==> config.mk <==
export PLATFORM = sky130hd
export DESIGN_NAME = cso_ctrl
export DESIGN_NICKNAME = d
export VERILOG_FILES = /design/src/convection_stencil_operator_defines.svh /design/src/cso_pkg.sv /design/src/cso_ctrl.sv
export SDC_FILE = /design/constraint.sdc
export NUM_CORES = 1
export LEC_CHECK = 0
export BUFFER_PORTS_ARGS = -buffer_cell sky130_fd_sc_hd__buf_2
export CAP_MARGIN = 20
export CELL_PAD_IN_SITES_DETAIL_PLACEMENT = 1
export CELL_PAD_IN_SITES_GLOBAL_PLACEMENT = 2
export CORE_MARGIN = 5
export CORE_UTILIZATION = 33
export DETAILED_ROUTE_END_ITERATION = 7
export PLACE_DENSITY_LB_ADDON = 0.1
export SETUP_SLACK_MARGIN = 0.3
export SYNTH_ARGS = -nofsm -noshare
export SYNTH_HDL_FRONTEND = slang
export SYNTH_SLANG_ARGS = --single-unit
export TNS_END_PERCENT = 20
==> constraint.sdc <==
create_clock -name clk -period 5.3 [get_ports clk]
set_input_delay 1.06 -clock clk [delete_from_list [all_inputs] [get_ports clk]]
set_output_delay 1.06 -clock clk [all_outputs]
set_load 0.1 [all_outputs]
==> src/convection_stencil_operator_defines.svh <==
// Assertion macros for the file that checks its own logic.
`ifndef CONVECTION_STENCIL_OPERATOR_DEFINES_SVH
`define CONVECTION_STENCIL_OPERATOR_DEFINES_SVH

// Same-cycle implication, checked on every rising edge outside reset.
`define CSO_ASSERT_SAME(lbl, ante, cons, msg) \
  lbl: assert property (@(posedge clk) disable iff (rst) (ante) |-> (cons)) \
    else $error(msg);

// Next-cycle implication, checked on every rising edge outside reset.
`define CSO_ASSERT_NEXT(lbl, ante, cons, msg) \
  lbl: assert property (@(posedge clk) disable iff (rst) (ante) |=> (cons)) \
    else $error(msg);

`endif

==> src/cso_pkg.sv <==
`default_nettype none

package cso_pkg;

  // Grid bounds and line store geometry.
  localparam int MAX_ROWS  = 256;
  localparam int MAX_COLS  = 256;
  localparam int SLOTS     = 5;
  localparam int ROW_W     = $clog2(MAX_ROWS);
  localparam int COL_W     = $clog2(MAX_COLS);
  localparam int SLOT_W    = $clog2(SLOTS);
  localparam int MEM_DEPTH = SLOTS * MAX_COLS;
  localparam int ADDR_W    = $clog2(MEM_DEPTH);
  localparam int DIM_W     = 9;
  localparam int CNT_W     = 17;
  localparam int LAG_W     = DIM_W + 2;
  localparam int CFG_IDX_W = 3;
  localparam int CFG_W     = 32;
  localparam int ACC_W     = 128;
  localparam int DIFF_W    = 40;

  localparam logic [CNT_W-1:0] PEND_MAX = {CNT_W{1'b1}};

  // Register indexes of the configuration port.
  localparam logic [CFG_IDX_W-1:0] REG_SCHEME = 3'd0;
  localparam logic [CFG_IDX_W-1:0] REG_INV_DX = 3'd1;
  localparam logic [CFG_IDX_W-1:0] REG_INV_DY = 3'd2;
  localparam logic [CFG_IDX_W-1:0] REG_ROWS   = 3'd3;
  localparam logic [CFG_IDX_W-1:0] REG_COLS   = 3'd4;

  // Difference schemes.
  localparam logic [1:0] SCHEME_UPWIND1 = 2'd0;
  localparam logic [1:0] SCHEME_CENTRAL = 2'd1;
  localparam logic [1:0] SCHEME_UPWIND2 = 2'd2;
  localparam logic [1:0] SCHEME_SPARE   = 2'd3;

  // Request types.
  localparam logic REQ_DATA  = 1'b0;
  localparam logic REQ_DRAIN = 1'b1;

  // Reset values of the registers.
  localparam logic [1:0]       RST_SCHEME = SCHEME_UPWIND2;
  localparam logic [31:0]      RST_INV    = 32'd6553600;
  localparam logic [DIM_W-1:0] RST_DIM    = 9'd256;

  // Stencil read order.
  localparam logic [3:0] RD_P   = 4'd0;
  localparam logic [3:0] RD_XM  = 4'd1;
  localparam logic [3:0] RD_XP  = 4'd2;
  localparam logic [3:0] RD_YM  = 4'd3;
  localparam logic [3:0] RD_YP  = 4'd4;
  localparam logic [3:0] RD_XMM = 4'd5;
  localparam logic [3:0] RD_XPP = 4'd6;
  localparam logic [3:0] RD_YMM = 4'd7;
  localparam logic [3:0] RD_YPP = 4'd8;
  localparam logic [3:0] RD_LAST = RD_YPP;
  localparam int         NUM_RD  = 9;

  localparam logic [3:0] MUL_LAST = 4'd10;

  // Commands from the controller to the datapath.
  typedef struct packed {
    logic              wr_en;
    logic [SLOT_W-1:0] wr_slot;
    logic [COL_W-1:0]  wr_col;
    logic              rd_en;
    logic [3:0]        rd_idx;
    logic [ROW_W-1:0]  job_row;
    logic [COL_W-1:0]  job_col;
    logic [SLOT_W-1:0] job_slot;
    logic [1:0]        mode;
    logic              on_edge;
    logic              last;
    logic              diff_en;
    logic              mul_en;
    logic [3:0]        mul_step;
    logic              round_en;
    logic              sat_en;
    logic              out_load;
  } cmd_t;

  // Status from the datapath to the controller.
  typedef struct packed {
    logic out_free;
  } status_t;

  // Row slot moved forward by step (0..SLOTS-1), modulo SLOTS.
  function automatic logic [SLOT_W-1:0] slot_add(input logic [SLOT_W-1:0] slot,
                                                  input logic [SLOT_W-1:0] step);
    logic [SLOT_W:0] sum;
    sum = {1'b0, slot} + {1'b0, step};
    if (sum >= (SLOT_W+1)'(SLOTS)) begin
      sum = sum - (SLOT_W+1)'(SLOTS);
    end
    return sum[SLOT_W-1:0];
  endfunction

  // Line store address of a slot and column.
  function automatic logic [ADDR_W-1:0] mem_addr(input logic [SLOT_W-1:0] slot,
                                                  input logic [COL_W-1:0] col);
    return ADDR_W'(ADDR_W'(slot) * ADDR_W'(MAX_COLS)) + ADDR_W'(col);
  endfunction

endpackage

`default_nettype wire

==> src/cso_ctrl.sv <==
`default_nettype none

// Sequencer: tracks input and output positions, decides when a point
// is answered and steps the datapath through one flux evaluation.
module cso_ctrl (
  input  wire logic                         clk,
  input  wire logic                         rst,
  input  wire logic                         in_valid,
  input  wire logic                         in_req_type,
  output logic                              in_ready,
  input  wire logic [1:0]                   scheme_select,
  input  wire logic [cso_pkg::DIM_W-1:0]    grid_rows,
  input  wire logic [cso_pkg::DIM_W-1:0]    grid_cols,
  input  wire cso_pkg::status_t             status,
  output cso_pkg::cmd_t                     cmd
);

  typedef enum logic [6:0] {
    S_IDLE  = 7'b0000001,
    S_READ  = 7'b0000010,
    S_DIFF  = 7'b0000100,
    S_MUL   = 7'b0001000,
    S_ROUND = 7'b0010000,
    S_SAT   = 7'b0100000,
    S_OUT   = 7'b1000000
  } state_t;

  state_t state, state_next;
  logic [3:0] cnt, cnt_next;

  logic [cso_pkg::ROW_W-1:0]  in_row, in_row_next, out_row, out_row_next;
  logic [cso_pkg::COL_W-1:0]  in_col, in_col_next, out_col, out_col_next;
  logic [cso_pkg::SLOT_W-1:0] in_slot, in_slot_next, out_slot, out_slot_next;
  logic [cso_pkg::CNT_W-1:0]  pending, pending_next, pend_inc;

  logic [cso_pkg::ROW_W-1:0]  job_row;
  logic [cso_pkg::COL_W-1:0]  job_col;
  logic [cso_pkg::SLOT_W-1:0] job_slot;
  logic [1:0]                 job_mode, mode_calc;
  logic                       job_edge, job_last, edge_calc, last_calc;

  logic [cso_pkg::DIM_W-1:0] rows_c, cols_c, orow_w, ocol_w;
  logic [cso_pkg::LAG_W-1:0] lag;
  logic accept, data_acc, emit;

  // Clamp the grid dimensions to the supported range.
  always_comb begin
    rows_c = grid_rows;
    if (grid_rows < cso_pkg::DIM_W'(3)) begin
      rows_c = cso_pkg::DIM_W'(3);
    end else if (grid_rows > cso_pkg::DIM_W'(cso_pkg::MAX_ROWS)) begin
      rows_c = cso_pkg::DIM_W'(cso_pkg::MAX_ROWS);
    end
    cols_c = grid_cols;
    if (grid_cols < cso_pkg::DIM_W'(3)) begin
      cols_c = cso_pkg::DIM_W'(3);
    end else if (grid_cols > cso_pkg::DIM_W'(cso_pkg::MAX_COLS)) begin
      cols_c = cso_pkg::DIM_W'(cso_pkg::MAX_COLS);
    end
    lag = cso_pkg::LAG_W'({cols_c, 1'b0}) + cso_pkg::LAG_W'(2);
  end

  // Edge and scheme of the point about to be answered.
  always_comb begin
    orow_w    = cso_pkg::DIM_W'(out_row);
    ocol_w    = cso_pkg::DIM_W'(out_col);
    edge_calc = (orow_w == '0) || (orow_w >= rows_c - 1'b1) ||
                (ocol_w == '0) || (ocol_w >= cols_c - 1'b1);
    last_calc = (orow_w == rows_c - 1'b1) && (ocol_w == cols_c - 1'b1);
    mode_calc = scheme_select;
    if (mode_calc == cso_pkg::SCHEME_SPARE) begin
      mode_calc = cso_pkg::SCHEME_UPWIND2;
    end
    if (mode_calc == cso_pkg::SCHEME_UPWIND2 &&
        (orow_w == cso_pkg::DIM_W'(1) || orow_w == rows_c - cso_pkg::DIM_W'(2) ||
         ocol_w == cso_pkg::DIM_W'(1) || ocol_w == cols_c - cso_pkg::DIM_W'(2))) begin
      mode_calc = cso_pkg::SCHEME_CENTRAL;
    end
  end

  // Position bookkeeping and the emit decision.
  always_comb begin
    in_ready = (state == S_IDLE);
    accept   = in_valid && in_ready;
    data_acc = accept && (in_req_type == cso_pkg::REQ_DATA);
    pend_inc = (pending != cso_pkg::PEND_MAX) ? pending + 1'b1 : pending;
    emit     = (data_acc && (pend_inc > cso_pkg::CNT_W'(lag))) ||
               (accept && (in_req_type == cso_pkg::REQ_DRAIN) && in_row == '0 &&
                in_col == '0 && pending != '0);

    in_row_next  = in_row;
    in_col_next  = in_col;
    in_slot_next = in_slot;
    if (data_acc) begin
      if (cso_pkg::DIM_W'(in_col) + 1'b1 >= cols_c) begin
        in_col_next  = '0;
        in_slot_next = cso_pkg::slot_add(in_slot, cso_pkg::SLOT_W'(1));
        in_row_next  = (cso_pkg::DIM_W'(in_row) + 1'b1 >= rows_c) ? '0 : in_row + 1'b1;
      end else begin
        in_col_next = in_col + 1'b1;
      end
    end

    out_row_next  = out_row;
    out_col_next  = out_col;
    out_slot_next = out_slot;
    if (emit) begin
      if (ocol_w + 1'b1 >= cols_c) begin
        out_col_next  = '0;
        out_slot_next = cso_pkg::slot_add(out_slot, cso_pkg::SLOT_W'(1));
        out_row_next  = (orow_w + 1'b1 >= rows_c) ? '0 : out_row + 1'b1;
      end else begin
        out_col_next = out_col + 1'b1;
      end
    end

    pending_next = data_acc ? pend_inc : pending;
    if (emit) begin
      pending_next = pending_next - 1'b1;
    end
  end

  // State sequencing.
  always_comb begin
    state_next = state;
    cnt_next   = cnt;
    case (state)
      S_IDLE: begin
        cnt_next = '0;
        if (emit) begin
          state_next = edge_calc ? S_OUT : S_READ;
        end
      end
      S_READ: begin
        cnt_next = cnt + 1'b1;
        if (cnt == cso_pkg::RD_LAST + 1'b1) begin
          state_next = S_DIFF;
        end
      end
      S_DIFF: begin
        cnt_next   = '0;
        state_next = S_MUL;
      end
      S_MUL: begin
        cnt_next = cnt + 1'b1;
        if (cnt == cso_pkg::MUL_LAST) begin
          state_next = S_ROUND;
        end
      end
      S_ROUND: state_next = S_SAT;
      S_SAT:   state_next = S_OUT;
      S_OUT: begin
        if (status.out_free) begin
          state_next = S_IDLE;
        end
      end
      default: state_next = S_IDLE;
    endcase
  end

  // Commands to the datapath.
  always_comb begin
    cmd          = '0;
    cmd.wr_en    = data_acc;
    cmd.wr_slot  = in_slot;
    cmd.wr_col   = in_col;
    cmd.rd_en    = (state == S_READ) && (cnt <= cso_pkg::RD_LAST);
    cmd.rd_idx   = cnt;
    cmd.job_row  = job_row;
    cmd.job_col  = job_col;
    cmd.job_slot = job_slot;
    cmd.mode     = job_mode;
    cmd.on_edge  = job_edge;
    cmd.last     = job_last;
    cmd.diff_en  = (state == S_DIFF);
    cmd.mul_en   = (state == S_MUL);
    cmd.mul_step = cnt;
    cmd.round_en = (state == S_ROUND);
    cmd.sat_en   = (state == S_SAT);
    cmd.out_load = (state == S_OUT) && status.out_free;
  end

  // Control registers.
  always_ff @(posedge clk) begin
    if (rst) begin
      state    <= S_IDLE;
      cnt      <= '0;
      in_row   <= '0;
      in_col   <= '0;
      in_slot  <= '0;
      out_row  <= '0;
      out_col  <= '0;
      out_slot <= '0;
      pending  <= '0;
    end else begin
      state    <= state_next;
      cnt      <= cnt_next;
      in_row   <= in_row_next;
      in_col   <= in_col_next;
      in_slot  <= in_slot_next;
      out_row  <= out_row_next;
      out_col  <= out_col_next;
      out_slot <= out_slot_next;
      pending  <= pending_next;
    end
  end

  // Job descriptor of the point being answered.
  always_ff @(posedge clk) begin
    if (emit) begin
      job_row  <= out_row;
      job_col  <= out_col;
      job_slot <= out_slot;
      job_mode <= mode_calc;
      job_edge <= edge_calc;
      job_last <= last_calc;
    end
  end

endmodule

`default_nettype wire

==> impl_metrics.ini, run 1 <==
[global_route]
grt_first_pass_wirelength_mm = 41.6
grt_pass1_vias = 7343
antenna_found_initial = 0
grt_usage = 0.193
gr-total-overflow = 0
grt_max_degree = 56

[sta]
worstMarginPinSlew_ns = 0.861
clock_skew_ns = 0.0180
drv_slew = 0
fin_crit_sh = 0.873
slew_headroom = 0.425
fmax_mhz = 216
hold_viol = 0
grt_setup_unrepaired = false
finalSetupViolations = 0
final.min_clock_period_ns = 4.63
final.setup.tns_ns = 0

[final_layout]
layout_common_cells = nor2_1 (93), ha_1 (89), buf_2 (74)
final_cells = 1357
regArea_mm2 = 0.00201
area_growth_pct = 12.4
fill_cells = 2904
layout_commonest_cell = nor2_1
drive_above_1_share = 0.136
multi_input_area_mm2 = 0.00550
nNetsFinal = 1147
antenna_cells = 0

[critical_path]
critical_path.slowest_cell = a2111oi_2
cpPeakStageDelay_ns = 0.44
critPathLaunchType = input port
path_common_cell = nor2_1
worstPathMaxFanout = 28
path_cells = buf_2 > nor4_2 > a21oi_1 > nor2_1 > ha_1 > nand3_1 > nor2_1 > a31oi_1 > ha_1 > a21o_1 > a221o_1 > a2111oi_2 > a41oi_4 > buf_6 > nor2_1 > o21ai_0 > o31ai_1
crit_type = input port to register
worstPathArrival_ns = 4.89
cp.required_ns = 5.56
end_kind = register

[yosys]
async_flop_share = 0
yosys_warnings = 0
synth_seq_area_share = 0.253
synth_top_area_share = 0.166
ys_types = 76
syn-instance-count = 984
synth_area_leaders = dfxtp_1 (17%), ha_1 (14%), edfxtp_1 (8.7%), xnor2_1 (5.4%), xor2_1 (4.9%)
synth_seq_cells = 89
ys.flop_type = dfxtp_1
syn_area_per_cell_um2 = 8.09
synth_edf_count = 23
synth_area_leader_cell = dfxtp_1
synth_nets = 1098
synth_area_mm2 = 0.00796

[clock_network]
insertion_delay_ns = 0.36
numCtsBuffers = 9
clkSinkCount = 89
cts_max_level = 3
cts-root-buf = clkbuf_16
clk_pin_slew_ns = 0.07
postCtsSetupBuffers = 0
cts_tree = yes
cts_buffer_depth = 2

[min_path]
hold_path_class = register to register

[placement]
io_buffers = 74
dp_hpwl_mm = 19.9
gp_congestion = 0.860
placed_cells = 1341

[die]
core-area_mm2 = 0.0236
io_pins = 75
start_util = 0.337
rows = 56
dieArea_mm2 = 0.0273
die_w_um = 165
dieHeight_um = 165

[pwr]
p_leak_nw = 3.74
power_density_mw_per_mm2 = 316
peakVddDrop_mv = 0.259

[job]
cap_violations = 0

[route]
drt_wl_total_mm = 25.8
via_per_inst = 5.41
vias = 7339
route.detailed.drc = 0
wl_per_cell_um = 19.0
antenna_left = 0
first_pass_iters = 4
drtIter0Drc = 289

[run_status]
status = completed
## worst paths after layout
kind	start	depth (start not counted)	slack [ns]	end
worst min register to register	in_row[7]	1	0.52	in_row[7]
worst min-delay path	in_row[7]	1	0.52	in_row[7]
worst max-delay path	grid_cols[3]	17	0.67	out_col[3]
worst max register to register	pending[4]	13	1.03	out_col[3]
## through the flow
step	hold slack [ns]	setup slack (ns)	power [mW]	area (um2)	utilization
after floorplan	0.435	0.365	1.81	7970	-
after global placement	0.509	0.316	2.14	8630	0.366
after detailed placement	0.515	0.241	2.14	8630	0.366
after CTS	0.525	0.561	2.85	8940	0.379
after global routing	0.537	0.313	3.01	8950	0.379
final	0.522	0.674	2.82	8950	0.379
## report_power, final
group / internal (mW) / switching, mW / leakage [nW] / total [mW]
clock: 0.375 / 0.317 / 0.149 / 0.691
sequential: 0.776 / 0.0759 / 0.747 / 0.852
combinational: 0.398 / 0.883 / 2.84 / 1.28
total: 1.55 / 1.28 / 3.74 / 2.82
## flip-flops by register name, indices dropped and copies added (netlist names)
| name | cells |
|---|---|
| pending | 17 |
| in_col | 8 |
| in_row | 8 |
| job_col | 8 |
| job_row | 8 |
| out_col | 8 |
| out_row | 8 |
| state | 7 |
| cnt | 4 |
| in_slot | 3 |
| job_slot | 3 |
| out_slot | 3 |
| job_mode | 2 |
| job_edge | 1 |
| job_last | 1 |
## layer usage
layer,part of all wire,vias to the layer above,global-route usage
met5,0,-,0
met4,0.0099,0,0.0375
met3,0.037,22,0.0283
met2,0.44,109,0.296
met1,0.52,3540,0.288
li1,-,3668,-
## logic make-up after synthesis
kind of cell,after synthesis,share of synthesized area
buf+inv,105,0.0578
simple gates,391,0.266
flops,89,0.253
fa+ha+maj,89,0.140
compound gates,209,0.172
other cells,1,0.000471
mux,6,0.00786
xor+xnor,94,0.103
## synth_stat cells (3+ instances only)
master,instances
nor4_1,13
dfxtp_1,66
buf_1,4
o31ai_1,14
xor2_1,45
edfxtp_1,23
ha_1,89
nand4_2,3
mux2i_1,4
buf_4,12
a211oi_1,10
and3_1,24
nand4_1,27
o221ai_1,3
nand3_1,42
nor2b_1,12
nand4b_1,7
o211ai_1,7
inv_1,43
nor2_1,93
buf_2,10
xnor2_1,49
a31o_2,3
o21ai_0,38
a22oi_1,3
nand2b_1,11
and4_1,3
or4_1,8
or3_1,11
o21a_1,10
nor3_1,35
nor3b_1,8
a21o_1,12
clkbuf_1,34
nand2_1,71
o2bb2ai_1,5
a211o_1,3
a21oi_1,66
a31oi_1,10
nor4b_1,5
## what timing repair did
action	4_1_cts	5_1_grt
endpoints found under the setup margin	0	10
hold buffers	0	0
gates resized for setup	0	2
## worst max-delay path, delay by kind of cell
kind | cells | cell delay (ns)
AO/OA/AOI/OAI | 8 | 1.71
adder cells (fa/ha/maj) | 2 | 0.47
buffers and inverters | 2 | 0.40
AND/OR/NAND/NOR | 5 | 1.24
## final cells by class
cell class / count / share of cell area
Tap cell: 319 / 0.0446
Clock buffer: 10 / 0.0256
Sequential cell: 89 / 0.225
Multi-Input combinational cell: 790 / 0.615
Clock inverter: 6 / 0.00853
Inverter: 43 / 0.0180
Timing Repair Buffer: 100 / 0.0636
Power figures use the tool's default switching activity.
==> run 2: changes to the inputs <==
--- a/config.mk
+++ b/config.mk
@@ -5,12 +5,13 @@
 export SDC_FILE = /design/constraint.sdc
 export NUM_CORES = 1
 export LEC_CHECK = 0
+export ABC_AREA = 1
 export BUFFER_PORTS_ARGS = -buffer_cell sky130_fd_sc_hd__buf_2
 export CAP_MARGIN = 20
 export CELL_PAD_IN_SITES_DETAIL_PLACEMENT = 1
 export CELL_PAD_IN_SITES_GLOBAL_PLACEMENT = 2
 export CORE_MARGIN = 5
-export CORE_UTILIZATION = 33
+export CORE_UTILIZATION = 31
 export DETAILED_ROUTE_END_ITERATION = 7
 export PLACE_DENSITY_LB_ADDON = 0.1
 export SETUP_SLACK_MARGIN = 0.3
==> run 2 against run 1 <==
Net effect:
- final cell count up 19%
- flip-flop and latch count unchanged
- first-iteration DRC count up 14%
- combinational power up 110%
- critical path depth up 6
- setup slack better by 0.17 ns
- clock skew down 0.0050 ns
- count of clock-buffer cells in the layout up 1
- via count up 7.1%
- register-to-register slack better by 0.62 ns
==> impl_metrics.ini, run 2 <==
[run_status]
status = completed

[yosys]
synth_area_mm2 = 0.00807
synth_nets = 1321
synth_top_area_share = 0.164
synth_top_family_by_area = simple AND/OR/NAND/NOR gates
synth_area_leader_cell = dfxtp_1
syn_area_per_cell_um2 = 6.68
yosys_warnings = 0
async_flop_share = 0
ys_types = 47
yosys-top-cells-count = nand2_1 (313), inv_1 (159), nor2_1 (143)
ys.flop_type = dfxtp_1
yosysMostFrequentCell = nand2_1
synthAdderAreaFrac = 0.138
synth_area_leaders = dfxtp_1 (16%), nand2_1 (15%), ha_1 (14%), edfxtp_1 (8.6%), inv_1 (7.4%)
synth_edf_count = 23
synthSimpleGateAreaFrac = 0.356
syn-instance-count = 1207
synthMuxAreaShare = 0
synth_seq_cells = 89
synth_compound_area_frac = 0.0954
synth_seq_area_share = 0.249
synth_xor_area_frac = 0.0651

[clock_network]
cts_max_level = 3
clkSinkCount = 89
ctsHoldBuffers = 0
cts_tree = yes
cts-root-buf = clkbuf_16
clk_pin_slew_ns = 0.06
cts_buffer_depth = 2
cts_resized = 0
postCtsSetupBuffers = 0
numCtsBuffers = 9
insertion_delay_ns = 0.36

[global_route]
grt_first_pass_wirelength_mm = 43.6
grt_max_degree = 31
grt_pass1_vias = 8130
antenna_found_initial = 0
gr-total-overflow = 0
grt_usage = 0.187

[pwr]
power_density_mw_per_mm2 = 500
peakVddDrop_mv = 0.275
finalPower_mw = 4.53
p_leak_nw = 4.60

[final_layout]
multi_input_area_mm2 = 0.00528
fill_cells = 3383
largest_reg_flops = 17
nNetsFinal = 1392
regArea_mm2 = 0.00201
drive_above_1_share = 0.102
final_cells = 1618
regMostFlops = pending
layout_common_cells = nand2_1 (313), inv_1 (159), nor2_1 (143)
fin_area_mm2 = 0.00905
layout_commonest_cell = nand2_1
antenna_cells = 0
area_growth_pct = 12.1

[placement]
pre_cts_ws_ns = 0.482
dp_hpwl_mm = 21.9
gp_congestion = 0.818
placed_area_mm2 = 0.00876
io_buffers = 74
placed_cells = 1602

[sta]
fmax_mhz = 224
clock_skew_ns = 0.0130
drv_slew = 0
final.setup.tns_ns = 0
final.min_clock_period_ns = 4.46
finalSetupViolations = 0
hold_viol = 0
fin_crit_sh = 0.842
slew_headroom = 0.445
grt_setup_unrepaired = false
finalWorstSetupSlack_ns = 0.839
worstMarginPinSlew_ns = 0.827

[min_path]
hold_path_class = register to register
worstHoldEndpoint = job_slot[0]
hold_depth = 0
worstHoldStart = out_slot[0]

[route]
route.detailed.drc = 0
first_pass_iters = 4
antenna_left = 0
drtIter0Drc = 329
drt_wl_total_mm = 26.8
vias = 7857
via_per_inst = 4.86
wl_per_cell_um = 16.6

[critical_path]
cp.required_ns = 5.35
r2r_slack_ns = 1.65
end_kind = register
worstPathArrival_ns = 4.51
worst_r2r_endpoint = job_mode[1]
worstPathMaxFanout = 26
crit_type = input port to register
r2r-start = pending[0]
rr_worst_depth = 20
critPathLaunchType = input port

[die]
dieHeight_um = 171
start_util = 0.312
io_pins = 75
rows = 59
die_w_um = 171
dieArea_mm2 = 0.0293
core-area_mm2 = 0.0258

[job]
cap_violations = 0
[run 2: cell count changes after synthesis, moves of 11 or more]
cell | previous run | this run
or3_1 | 11 | 0
nor2_1 | 93 | 143
xnor2_1 | 49 | 11
nor3_1 | 35 | 24
nand3_1 | 42 | 86
and3_1 | 24 | 0
nand2_1 | 71 | 313
o31ai_1 | 14 | 0
clkbuf_1 | 34 | 7
nor2b_1 | 12 | 0
inv_1 | 43 | 159
[run 2: stage by stage]
stage | utilization | hold WS, ns
after global routing | 0.350 | 0.535
final | 0.350 | 0.504
after detailed placement | 0.339 | 0.501
after CTS | 0.350 | 0.511
after floorplan | - | 0.453
after global placement | 0.339 | 0.489
[run 2: cell families (layout without fill, tap and decap cells)]
kind of cell	Yosys count	after routing
simple gates	647	647
buf+inv	184	260
compound gates	137	137
fa+ha+maj	89	89
flops	89	89
xor+xnor	60	60
other cells	1	1
[run 2: routing by layer]
layer	GRT usage	up-vias	routed length (um)
met4	0.0279	0	155
met2	0.328	68	12900
met1	0.253	3698	13200
li1	-	4084	-
met3	0.0228	7	562
met5	0	-	0
[run 2: worst max-delay path by stage]
stage	start	end	slack, ns	cells past startpoint
6_report	grid_cols[3]	job_mode[1]	0.84	23
5_1_grt	grid_cols[3]	job_slot[0]	0.46	23
4_1_cts	grid_cols[3]	job_mode[1]	0.86	23
3_5_place_dp	grid_cols[3]	job_row[7]	0.48	23
3_3_place_gp	grid_cols[3]	job_row[6]	0.58	23
2_1_floorplan	state[6]	cmd[7]	0.51	3
[run 2: critical path, cell delays in order]
cell	delay, ns
buf_2	0.13
inv_1	0.10
nand4_1	0.17
o21ai_2	0.36
inv_1	0.07
nor2_1	0.23
ha_1	0.19
nand2_1	0.08
nor2_1	0.10
nand2_1	0.09
nor3_1	0.18
xor2_1	0.10
ha_1	0.31
nand2_1	0.09
o21a_1	0.20
nand2_1	0.06
nand2_1	0.04
nand2_1	0.05
nand2_1	0.05
nand3_2	0.10
nand2_4	0.10
nand2_4	0.32
buf_4	0.29
[run 2: where the power goes]
part | leakage (nW) | switching [mW] | total, mW | internal, mW
Clock | 0.145 | 0.304 | 0.654 | 0.350
Sequential | 0.752 | 0.235 | 1.14 | 0.909
Combinational | 3.70 | 2.00 | 2.73 | 0.732
Total | 4.60 | 2.54 | 4.53 | 1.99
[run 2: final cells by class]
cell class / count / area share
Clock inverter: 5 / 0.00401
Inverter: 161 / 0.0668
Multi-Input combinational cell: 934 / 0.584
Timing Repair Buffer: 83 / 0.0484
Sequential cell: 89 / 0.222
Clock buffer: 11 / 0.0281
Tap cell: 335 / 0.0463
==> run 3: changes to the inputs <==
--- a/config.mk
+++ b/config.mk
@@ -11,7 +11,7 @@
 export CELL_PAD_IN_SITES_DETAIL_PLACEMENT = 1
 export CELL_PAD_IN_SITES_GLOBAL_PLACEMENT = 2
 export CORE_MARGIN = 5
-export CORE_UTILIZATION = 31
+export CORE_UTILIZATION = 34
 export DETAILED_ROUTE_END_ITERATION = 7
 export PLACE_DENSITY_LB_ADDON = 0.1
 export SETUP_SLACK_MARGIN = 0.3
==> constraint.sdc (replaced) <==
create_clock -name clk -period 4.3 [get_ports clk]
set_input_delay 0.86 -clock clk [delete_from_list [all_inputs] [get_ports clk]]
set_output_delay 0.86 -clock clk [all_outputs]
set_load 0.1 [all_outputs]
==> run 3 against run 2 <==
Net effect:
- non-clock buffer count up 21
- highest routed layer unchanged
- routed wire length increased by 2.3%
- sequential share of layout area shrank 0.58 points
- sequential power grew 23%
==> impl_metrics.ini, run 3 (synthesis gave the netlist of run 2 again) <==
[final_layout]
drive_above_1_share = 0.127
area_growth_pct = 15.2
fin_area_mm2 = 0.00929
nNetsFinal = 1415
layout_common_cells = nand2_1 (311), inv_1 (159), nor2_1 (140)
antenna_cells = 0
regMostFlops = pending
layout_commonest_cell = nand2_1
fill_cells = 3156
largest_reg_flops = 17

[clock_network]
cts_buffer_depth = 2
cts_max_level = 3
numCtsBuffers = 9
ctsHoldBuffers = 0
cts_tree = yes
insertion_delay_ns = 0.37
clkSinkCount = 89
clk_pin_slew_ns = 0.08
cts-root-buf = clkbuf_16

[sta]
final.min_clock_period_ns = 3.71
drv_slew = 0
grt_setup_unrepaired = true
worstMarginPinSlew_ns = 0.800
fmax_mhz = 269
fin_crit_sh = 0.863
clock_skew_ns = 0.0152
slew_headroom = 0.466
final.setup.tns_ns = 0
finalSetupViolations = 0
hold_viol = 0

[route]
route.detailed.drc = 0
vias = 8102
via_per_inst = 4.99
first_pass_iters = 5
drtIter0Drc = 404
antenna_left = 0
wl_per_cell_um = 16.9
drt_wl_total_mm = 27.4

[critical_path]
crit_type = input port to register
worstPathArrival_ns = 3.96
cpPeakStageDelay_ns = 0.28
critPathLaunchType = input port
path_common_cell = nand3_1
worstPathMaxFanout = 4
critical_path.slowest_cell = ha_1
path_cells = buf_2 > nor2_1 > nand4_1 > o21ai_2 > inv_1 > nor2_2 > buf_4 > inv_1 > ha_1 > nand2_1 > nor2_1 > xor2_1 > ha_1 > nand2_1 > inv_1 > nand3_1 > nor3_1 > nand3_1 > nand3_1 > nand3b_1 > nand2b_1 > nand3_1 > nand2_1 > nor2_1
cp.required_ns = 4.55
end_kind = register

[min_path]
hold_path_class = register to register

[global_route]
grt_usage = 0.206
antenna_found_initial = 0
grt_max_degree = 29
gr-total-overflow = 0
grt_first_pass_wirelength_mm = 43.8
grt_pass1_vias = 8193

[placement]
dp_hpwl_mm = 21.9
gp_congestion = 0.831
placed_area_mm2 = 0.00889
io_buffers = 74

[die]
dieArea_mm2 = 0.0269
die_w_um = 164
dieHeight_um = 164
io_pins = 75
core-area_mm2 = 0.0234
rows = 56
start_util = 0.345

[job]
cap_violations = 0

[pwr]
power_density_mw_per_mm2 = 623
p_leak_nw = 4.70
peakVddDrop_mv = 0.294

[run_status]
status = completed
-- run 3: timing repair --
| item | 4_1_cts | 5_1_grt |
|---|---|---|
| buffers inserted | 0 | 2 |
| gates resized for setup | 0 | 17 |
| endpoints found under the setup margin | 0 | 57 |
-- run 3: cell type report --
cell class / count / area, um2 / area share
clock inverter: 7 / 58.8 / 0.00633
clock buffer: 9 / 225 / 0.0242
tap: 319 / 399 / 0.0430
inverter: 161 / 604 / 0.0651
timing repair buffer: 104 / 603 / 0.0649
multi-input combinational: 936 / 5390 / 0.580
sequential: 89 / 2010 / 0.217
-- run 3: report_power, final --
| group | switching (mW) | leakage (nW) | internal [mW] |
|---|---|---|---|
| logic | 2.57 | 3.81 | 0.999 |
| clock network | 0.413 | 0.139 | 0.405 |
| registers | 0.281 | 0.752 | 1.12 |
| total | 3.27 | 4.70 | 2.52 |
-- run 3: critical path, delay by kind of cell --
kind,cells,cell delay [ns]
AND/OR/NAND/NOR,15,1.69
adder cells (fa/ha/maj),2,0.56
buffers and inverters,5,0.50
AO/OA/AOI/OAI,1,0.21
XOR/XNOR,1,0.15
-- run 3: worst paths after layout --
| kind | from | endpoint | slack, ns | depth (start not counted) |
|---|---|---|---|---|
| worst min register to register | out_slot[1] | job_slot[1] | 0.49 | 0 |
| worst max-delay path | grid_cols[7] | state[1] | 0.59 | 24 |
| worst min-delay path | out_slot[1] | job_slot[1] | 0.49 | 0 |
| worst max register to register | out_col[1] | out_slot[2] | 0.76 | 16 |
-- run 3: layer usage --
layer | GRT usage | share of wire | vias to the layer above
met3 | 0.0173 | 0.023 | 16
met5 | 0 | 0 | -
met1 | 0.281 | 0.49 | 3853
met4 | 0.0355 | 0.0072 | 0
met2 | 0.360 | 0.48 | 103
li1 | - | - | 4130
-- run 3: metrics by stage --
stage	setup WS [ns]	hold slack, ns	std cells	util	total power, mW
5_1_grt	0.253	0.529	1625	0.397	6.28
3_5_place_dp	0.112	0.491	1605	0.380	4.90
6_report	0.589	0.494	1625	0.397	5.79
3_3_place_gp	0.214	0.481	1605	0.380	4.86
2_1_floorplan	-0.182	0.453	1207	-	3.94
4_1_cts	0.453	0.497	1621	0.392	5.74
